--- src/rtl/m6502am_pkg.sv ---
`default_nettype none

package m6502am_pkg;

  localparam int AddrWidth = 16;
  localparam int ByteWidth = 8;
  localparam int MemDepth  = 1 << AddrWidth;

  localparam logic KIND_WRITE   = 1'b0;
  localparam logic KIND_RESOLVE = 1'b1;

  typedef enum logic [3:0] {
    MODE_ACC  = 4'd0,
    MODE_IMM  = 4'd1,
    MODE_ABS  = 4'd2,
    MODE_ABSX = 4'd3,
    MODE_ABSY = 4'd4,
    MODE_ZPX  = 4'd5,
    MODE_ZPY  = 4'd6,
    MODE_IND  = 4'd7,
    MODE_INDX = 4'd8,
    MODE_INDY = 4'd9,
    MODE_REL  = 4'd10,
    MODE_IMP  = 4'd11,
    MODE_ZP   = 4'd12
  } mode_t;

  typedef struct packed {
    logic        kind;
    logic [3:0]  mode;
    logic [15:0] prog_counter;
    logic [7:0]  x_index;
    logic [7:0]  y_index;
    logic [15:0] write_addr;
    logic [7:0]  write_data;
  } in_item_t;

  typedef struct packed {
    logic [15:0] effective_address;
    logic [15:0] next_pc;
  } out_item_t;

  typedef enum logic [2:0] {
    ST_IDLE,
    ST_OP0,
    ST_OP1,
    ST_OP2,
    ST_PT0,
    ST_PT1,
    ST_PT2,
    ST_FIN
  } state_t;

  typedef enum logic [1:0] {
    RD_PC,
    RD_PC1,
    RD_PTR,
    RD_PTR1
  } rd_sel_t;

  typedef struct packed {
    logic    load_item;
    logic    mem_wr;
    logic    mem_rd;
    rd_sel_t rd_sel;
    logic    cap_b0;
    logic    cap_b1;
    logic    cap_p0;
    logic    cap_p1;
    logic    load_out;
  } cmd_t;

  typedef struct packed {
    logic [3:0] mode;
  } status_t;

  // operand bytes that follow the opcode
  function automatic logic [1:0] op_bytes(logic [3:0] mode);
    logic [1:0] n;
    case (mode_t'(mode))
      MODE_ABS, MODE_ABSX, MODE_ABSY, MODE_IND: n = 2'd2;
      MODE_IMM, MODE_ZP, MODE_ZPX, MODE_ZPY,
      MODE_INDX, MODE_INDY, MODE_REL:           n = 2'd1;
      default:                                  n = 2'd0;
    endcase
    return n;
  endfunction

  function automatic logic uses_ptr(logic [3:0] mode);
    logic u;
    case (mode_t'(mode))
      MODE_IND, MODE_INDX, MODE_INDY: u = 1'b1;
      default:                        u = 1'b0;
    endcase
    return u;
  endfunction

endpackage

`default_nettype wire

--- src/rtl/m6502am_ctrl.sv ---
`default_nettype none

module m6502am_ctrl (
  input  wire logic                  clk,
  input  wire logic                  rst_n,
  input  wire logic                  in_valid,
  input  wire logic                  in_kind,
  input  wire logic [3:0]            in_mode,
  input  wire logic                  out_stall,
  input  wire m6502am_pkg::status_t  status,
  output logic                       in_stall,
  output logic                       out_valid,
  output m6502am_pkg::cmd_t          cmd
);
  import m6502am_pkg::*;

  state_t state_r, state_nxt;
  logic   out_vld_r, out_vld_nxt;

  always_ff @(posedge clk) begin
    if (!rst_n) begin
      state_r   <= ST_IDLE;
      out_vld_r <= 1'b0;
    end else begin
      state_r   <= state_nxt;
      out_vld_r <= out_vld_nxt;
    end
  end

  // next state
  always_comb begin
    state_nxt = state_r;
    case (state_r)
      ST_IDLE: begin
        if (in_valid && in_kind == KIND_RESOLVE) begin
          state_nxt = (op_bytes(in_mode) == 2'd0) ? ST_FIN : ST_OP0;
        end
      end
      ST_OP0: state_nxt = ST_OP1;
      ST_OP1: begin
        if (op_bytes(status.mode) == 2'd2) begin
          state_nxt = ST_OP2;
        end else if (uses_ptr(status.mode)) begin
          state_nxt = ST_PT0;
        end else begin
          state_nxt = ST_FIN;
        end
      end
      ST_OP2: state_nxt = uses_ptr(status.mode) ? ST_PT0 : ST_FIN;
      ST_PT0: state_nxt = ST_PT1;
      ST_PT1: state_nxt = ST_PT2;
      ST_PT2: state_nxt = ST_FIN;
      ST_FIN: begin
        if (!out_vld_r || !out_stall) begin
          state_nxt = ST_IDLE;
        end
      end
      default: state_nxt = ST_IDLE;
    endcase
  end

  // outputs
  always_comb begin
    cmd      = '0;
    in_stall = 1'b1;
    case (state_r)
      ST_IDLE: begin
        in_stall      = 1'b0;
        cmd.load_item = in_valid && in_kind == KIND_RESOLVE;
        cmd.mem_wr    = in_valid && in_kind == KIND_WRITE;
      end
      ST_OP0: begin
        cmd.mem_rd = 1'b1;
        cmd.rd_sel = RD_PC;
      end
      ST_OP1: begin
        cmd.cap_b0 = 1'b1;
        cmd.mem_rd = 1'b1;
        cmd.rd_sel = RD_PC1;
      end
      ST_OP2: cmd.cap_b1 = 1'b1;
      ST_PT0: begin
        cmd.mem_rd = 1'b1;
        cmd.rd_sel = RD_PTR;
      end
      ST_PT1: begin
        cmd.cap_p0 = 1'b1;
        cmd.mem_rd = 1'b1;
        cmd.rd_sel = RD_PTR1;
      end
      ST_PT2: cmd.cap_p1 = 1'b1;
      ST_FIN: cmd.load_out = !out_vld_r || !out_stall;
      default: cmd = '0;
    endcase
  end

  assign out_vld_nxt = cmd.load_out || (out_vld_r && out_stall);
  assign out_valid   = out_vld_r;

endmodule

`default_nettype wire

--- config.mk ---
export PLATFORM = sky130hd
export DESIGN_NAME = m6502am_ctrl
export DESIGN_NICKNAME = d
export VERILOG_FILES = /design/src/rtl/m6502am_pkg.sv /design/src/rtl/m6502am_ctrl.sv
export SDC_FILE = /design/constraint.sdc
export NUM_CORES = 1
export LEC_CHECK = 0
export BUFFER_PORTS_ARGS = -buffer_cell sky130_fd_sc_hd__buf_2
export CORE_AREA = 2 2 39 41
export DETAILED_ROUTE_END_ITERATION = 10
export DIE_AREA = 0 0 41 43
export GPL_TIMING_DRIVEN = 0
export PLACE_DENSITY = 0.67
export SYNTH_ARGS = -nofsm -noshare
export SYNTH_HDL_FRONTEND = slang
export SYNTH_SLANG_ARGS = --single-unit
--- constraint.sdc ---
create_clock -name clk -period 1.5 [get_ports clk]
set_input_delay 0.15 -clock clk [delete_from_list [all_inputs] [get_ports clk]]
set_output_delay 0.15 -clock clk [all_outputs]
set_load 0.01 [all_outputs]
==> results.md <==
- Status: complete, but fails checks
- Failing checks: negative setup slack
- Core Rows: 14
- Pwr Total: 0.00100 W
- Largest net degree at the start of global routing: 11
- Worst slew margin: 78.7%
- FF-to-FF path depth: 5
- Initial Utilization: 35.8%
- Xor/xnor share of the synthesized area: 0%
- Port Buf Inserts: 24
- Setup_tns: -6.04 ps
- NumNets Final: 114
- F_max: 664 MHz
- Post-route ant nets: 0
- VDD IR-drop max: 0.000462 V
- Mapped Area: 495 sq um
- Syn_nets: 82
- Final Util: 51.2%
- Clock tree buffer depth: 2
- # diodes: 0
- Total number of yosys warnings: 0
- Worst reg2reg setup slack: 160 ps
- GP Congestion: 0.755
- Clock skew: 0.820 ps
- Compound-gate portion of the synthesized area: 24.7%
- Arr. time, crit path: 1360 ps
- P&R area growth vs syn: 42.9%
- Root buffer cell: clkbuf_4
- Worst slew pin tran: 315 ps
- Setup-failing EPs final: 1
- MaxCap Viol Count: 0
- Seq/Total Area, Yosys: 16.2%
- Synthesized flop and latch total: 4
- Post-Synth Simple-Gate Area: 31.1%
- Hold depth: 2
- Crit path launch type: register
- Mux share of post-synthesis cell area: 0%
- Core area: 1380 sq um
- Worst-path clk slew: 40 ps
- RSZ-0062 raised after global routing: yes
- IO Pins: 25
- Drc violations: 0
- Worst Hold End: state_r[2]
- Max FO, Critical Path: 6
- Initial antenna violation count: 0
- Die Area: 1760 sq um
- Hold crit path type: primary input to register
- Number of library cell types mapped by synthesis: 34
- CTS tree: yes
- Fin. max-slew vios: 0
- Num Clock Sinks: 4
- Vias: 559
- Fin crit share: 100%
- Hold path startpoint: rst_n
- First-pass GRT wire length: 1740 um
- CP required: 1350 ps
- Layout cells sized above 1: 48.4%
- CTS H-tree depth: 1
- Main combinational cell family by area after synthesis: simple AND/OR/NAND/NOR gates
- Synth Area in Adders: 15.2%
- Grt total ovfl: 0
- Final WL: 1240 um
- Min Hold Slack: 186 ps
- DR pass1 iterations: 4
- Final min period: 1510 ps
- Num CTS Buffers: 3
- LEAKAGE: 0.388 nW
- Clock Latency Late Sink: 230 ps
- Iter 0 DRT Violations: 7
- Vias in the first global route: 445
- Reg-to-reg endpoint: state_r[0]
- Post-Syn Area per Cell: 7.86 sq um
- Fill cells: 145
- Final worst-path setup slack: -6.04 ps
- Power per cell area: 1420 nW/um^2
- Start of the worst register-to-register path: state_r[0]
- Critical Path End Type: output pin
- Post-detail-place hpwl: 918 um
- Syn Inst Count: 63
- Vias/cell: 5.13
- Total Routing Usage GR: 13.8%
- Die Y: 43 um
- Die W: 41 um
- DR WL/cell: 11.3 um
- Hold Fails Final Rpt: 0
- Critical path class: register to output pin
registers in the layout, summed over array words and instances, names as in the netlist:
name / count
out_valid: 1
state_r: 3
kinds of logic after synthesis:
logic type	after synthesis
AOI/OAI and AO/OA	17
DFF	4
adders and majority gates	6
and+or+nand+nor	25
buffers and inverters	11
worst max-delay path by stage:
stage               start    endpoint  slack, ps  cells past startpoint
6_report       state_r[0]      cmd[8]         -6                      4
5_1_grt        state_r[0]      cmd[8]        -40                      4
4_1_cts        state_r[0]      cmd[8]          2                      4
3_5_place_dp   in_mode[0]  state_r[2]         90                      6
3_3_place_gp   state_r[2]      cmd[8]        110                      5
2_1_floorplan  state_r[2]      cmd[8]        100                      4
layout make-up:
type | count | area (sq um) | area share (%)
plain buffers | 2 | 18.8 | 2.65
clock buffers | 3 | 22.5 | 3.18
inverters | 7 | 26.3 | 3.71
multi-input cells | 48 | 365 | 51.6
flip-flops and latches | 4 | 85.1 | 12.0
well taps | 16 | 20.0 | 2.83
repair buffers | 29 | 170 | 24.0
routing by layer:
metal / wire [um] / GRT usage (%)
met1: 542 / 18.5
met2: 619 / 20.3
met3: 73 / 1.57
met4: 0 / 8.00
met5: 0 / 0
where the power goes:
| part | internal [W] | switching [W] | total (W) |
|---|---|---|---|
| clock network | 0.0000898 | 0.0000474 | 0.000137 |
| logic | 0.000370 | 0.000305 | 0.000676 |
| registers | 0.000147 | 0.0000434 | 0.000190 |
what timing repair did:
action | in CTS | in global routing
gates resized for setup | 3 | 5
hold buffers | 0 | 0
buffers inserted | 1 | 4
pin swaps | 2 | 0
setup endpoints to repair | 3 | 5
endpoints found under the hold margin | 0 | 0
cell usage in the layout, fill, tap and decap left out, types with 2 or more instances in the layout:
master    synthesis  layout
ha_1              6       6
inv_1             7       7
buf_6             2       3
o21ai_0           3       3
or2_2             2       2
and2_1            2       2
a21oi_1           4       3
buf_4             2       6
nor2_1            4       4
nor3b_2           0       2
clkbuf_4          0       3
nor2b_1           2       2
nand2_1           2       2
buf_2             0      22
dfxtp_1           4       2
Yosys cell counts, drive strengths merged:
library cell	n	share of area [%]
inv	7	5.3
ha	6	15
a21oi	4	4.0
buf	4	7.6
dfxtp	4	16
nor2	4	3.0
and2	3	4.0
o21ai	3	3.0
and2b	2	3.3
nand2	2	1.5
nor2b	2	2.5
nor3b	2	3.0
or2	2	2.5
or3	2	3.5
a211oi	1	1.5
a21boi	1	1.5
a22o	1	1.8
a31oi	1	1.3
and3	1	1.3
nand2b	1	1.3
nand3	1	1.0
nand3b	1	1.5
nor3	1	1.0
o211a	1	2.0
o22ai	1	2.5
o311a	1	2.0
o311ai	1	1.8
o31ai	1	1.5
o41ai	1	1.8
or4	1	1.5
metrics by stage:
step / instances / instance area [sq um] / setup slack [ps]
2_1_floorplan: 63 / 495 / 105
3_3_place_gp: 103 / 636 / 111
3_5_place_dp: 103 / 636 / 90.2
4_1_cts: 105 / 659 / 1.65
5_1_grt: 109 / 708 / -40.4
6_report: 109 / 708 / -6.04
critical path, stage by stage (launching register included):
cell and delay [ps]:
dfxtp_2 310, buf_6 120, or3_4 350, nor3b_2 190, buf_2 160
Note: power is estimated with default switching activity, not from simulation.
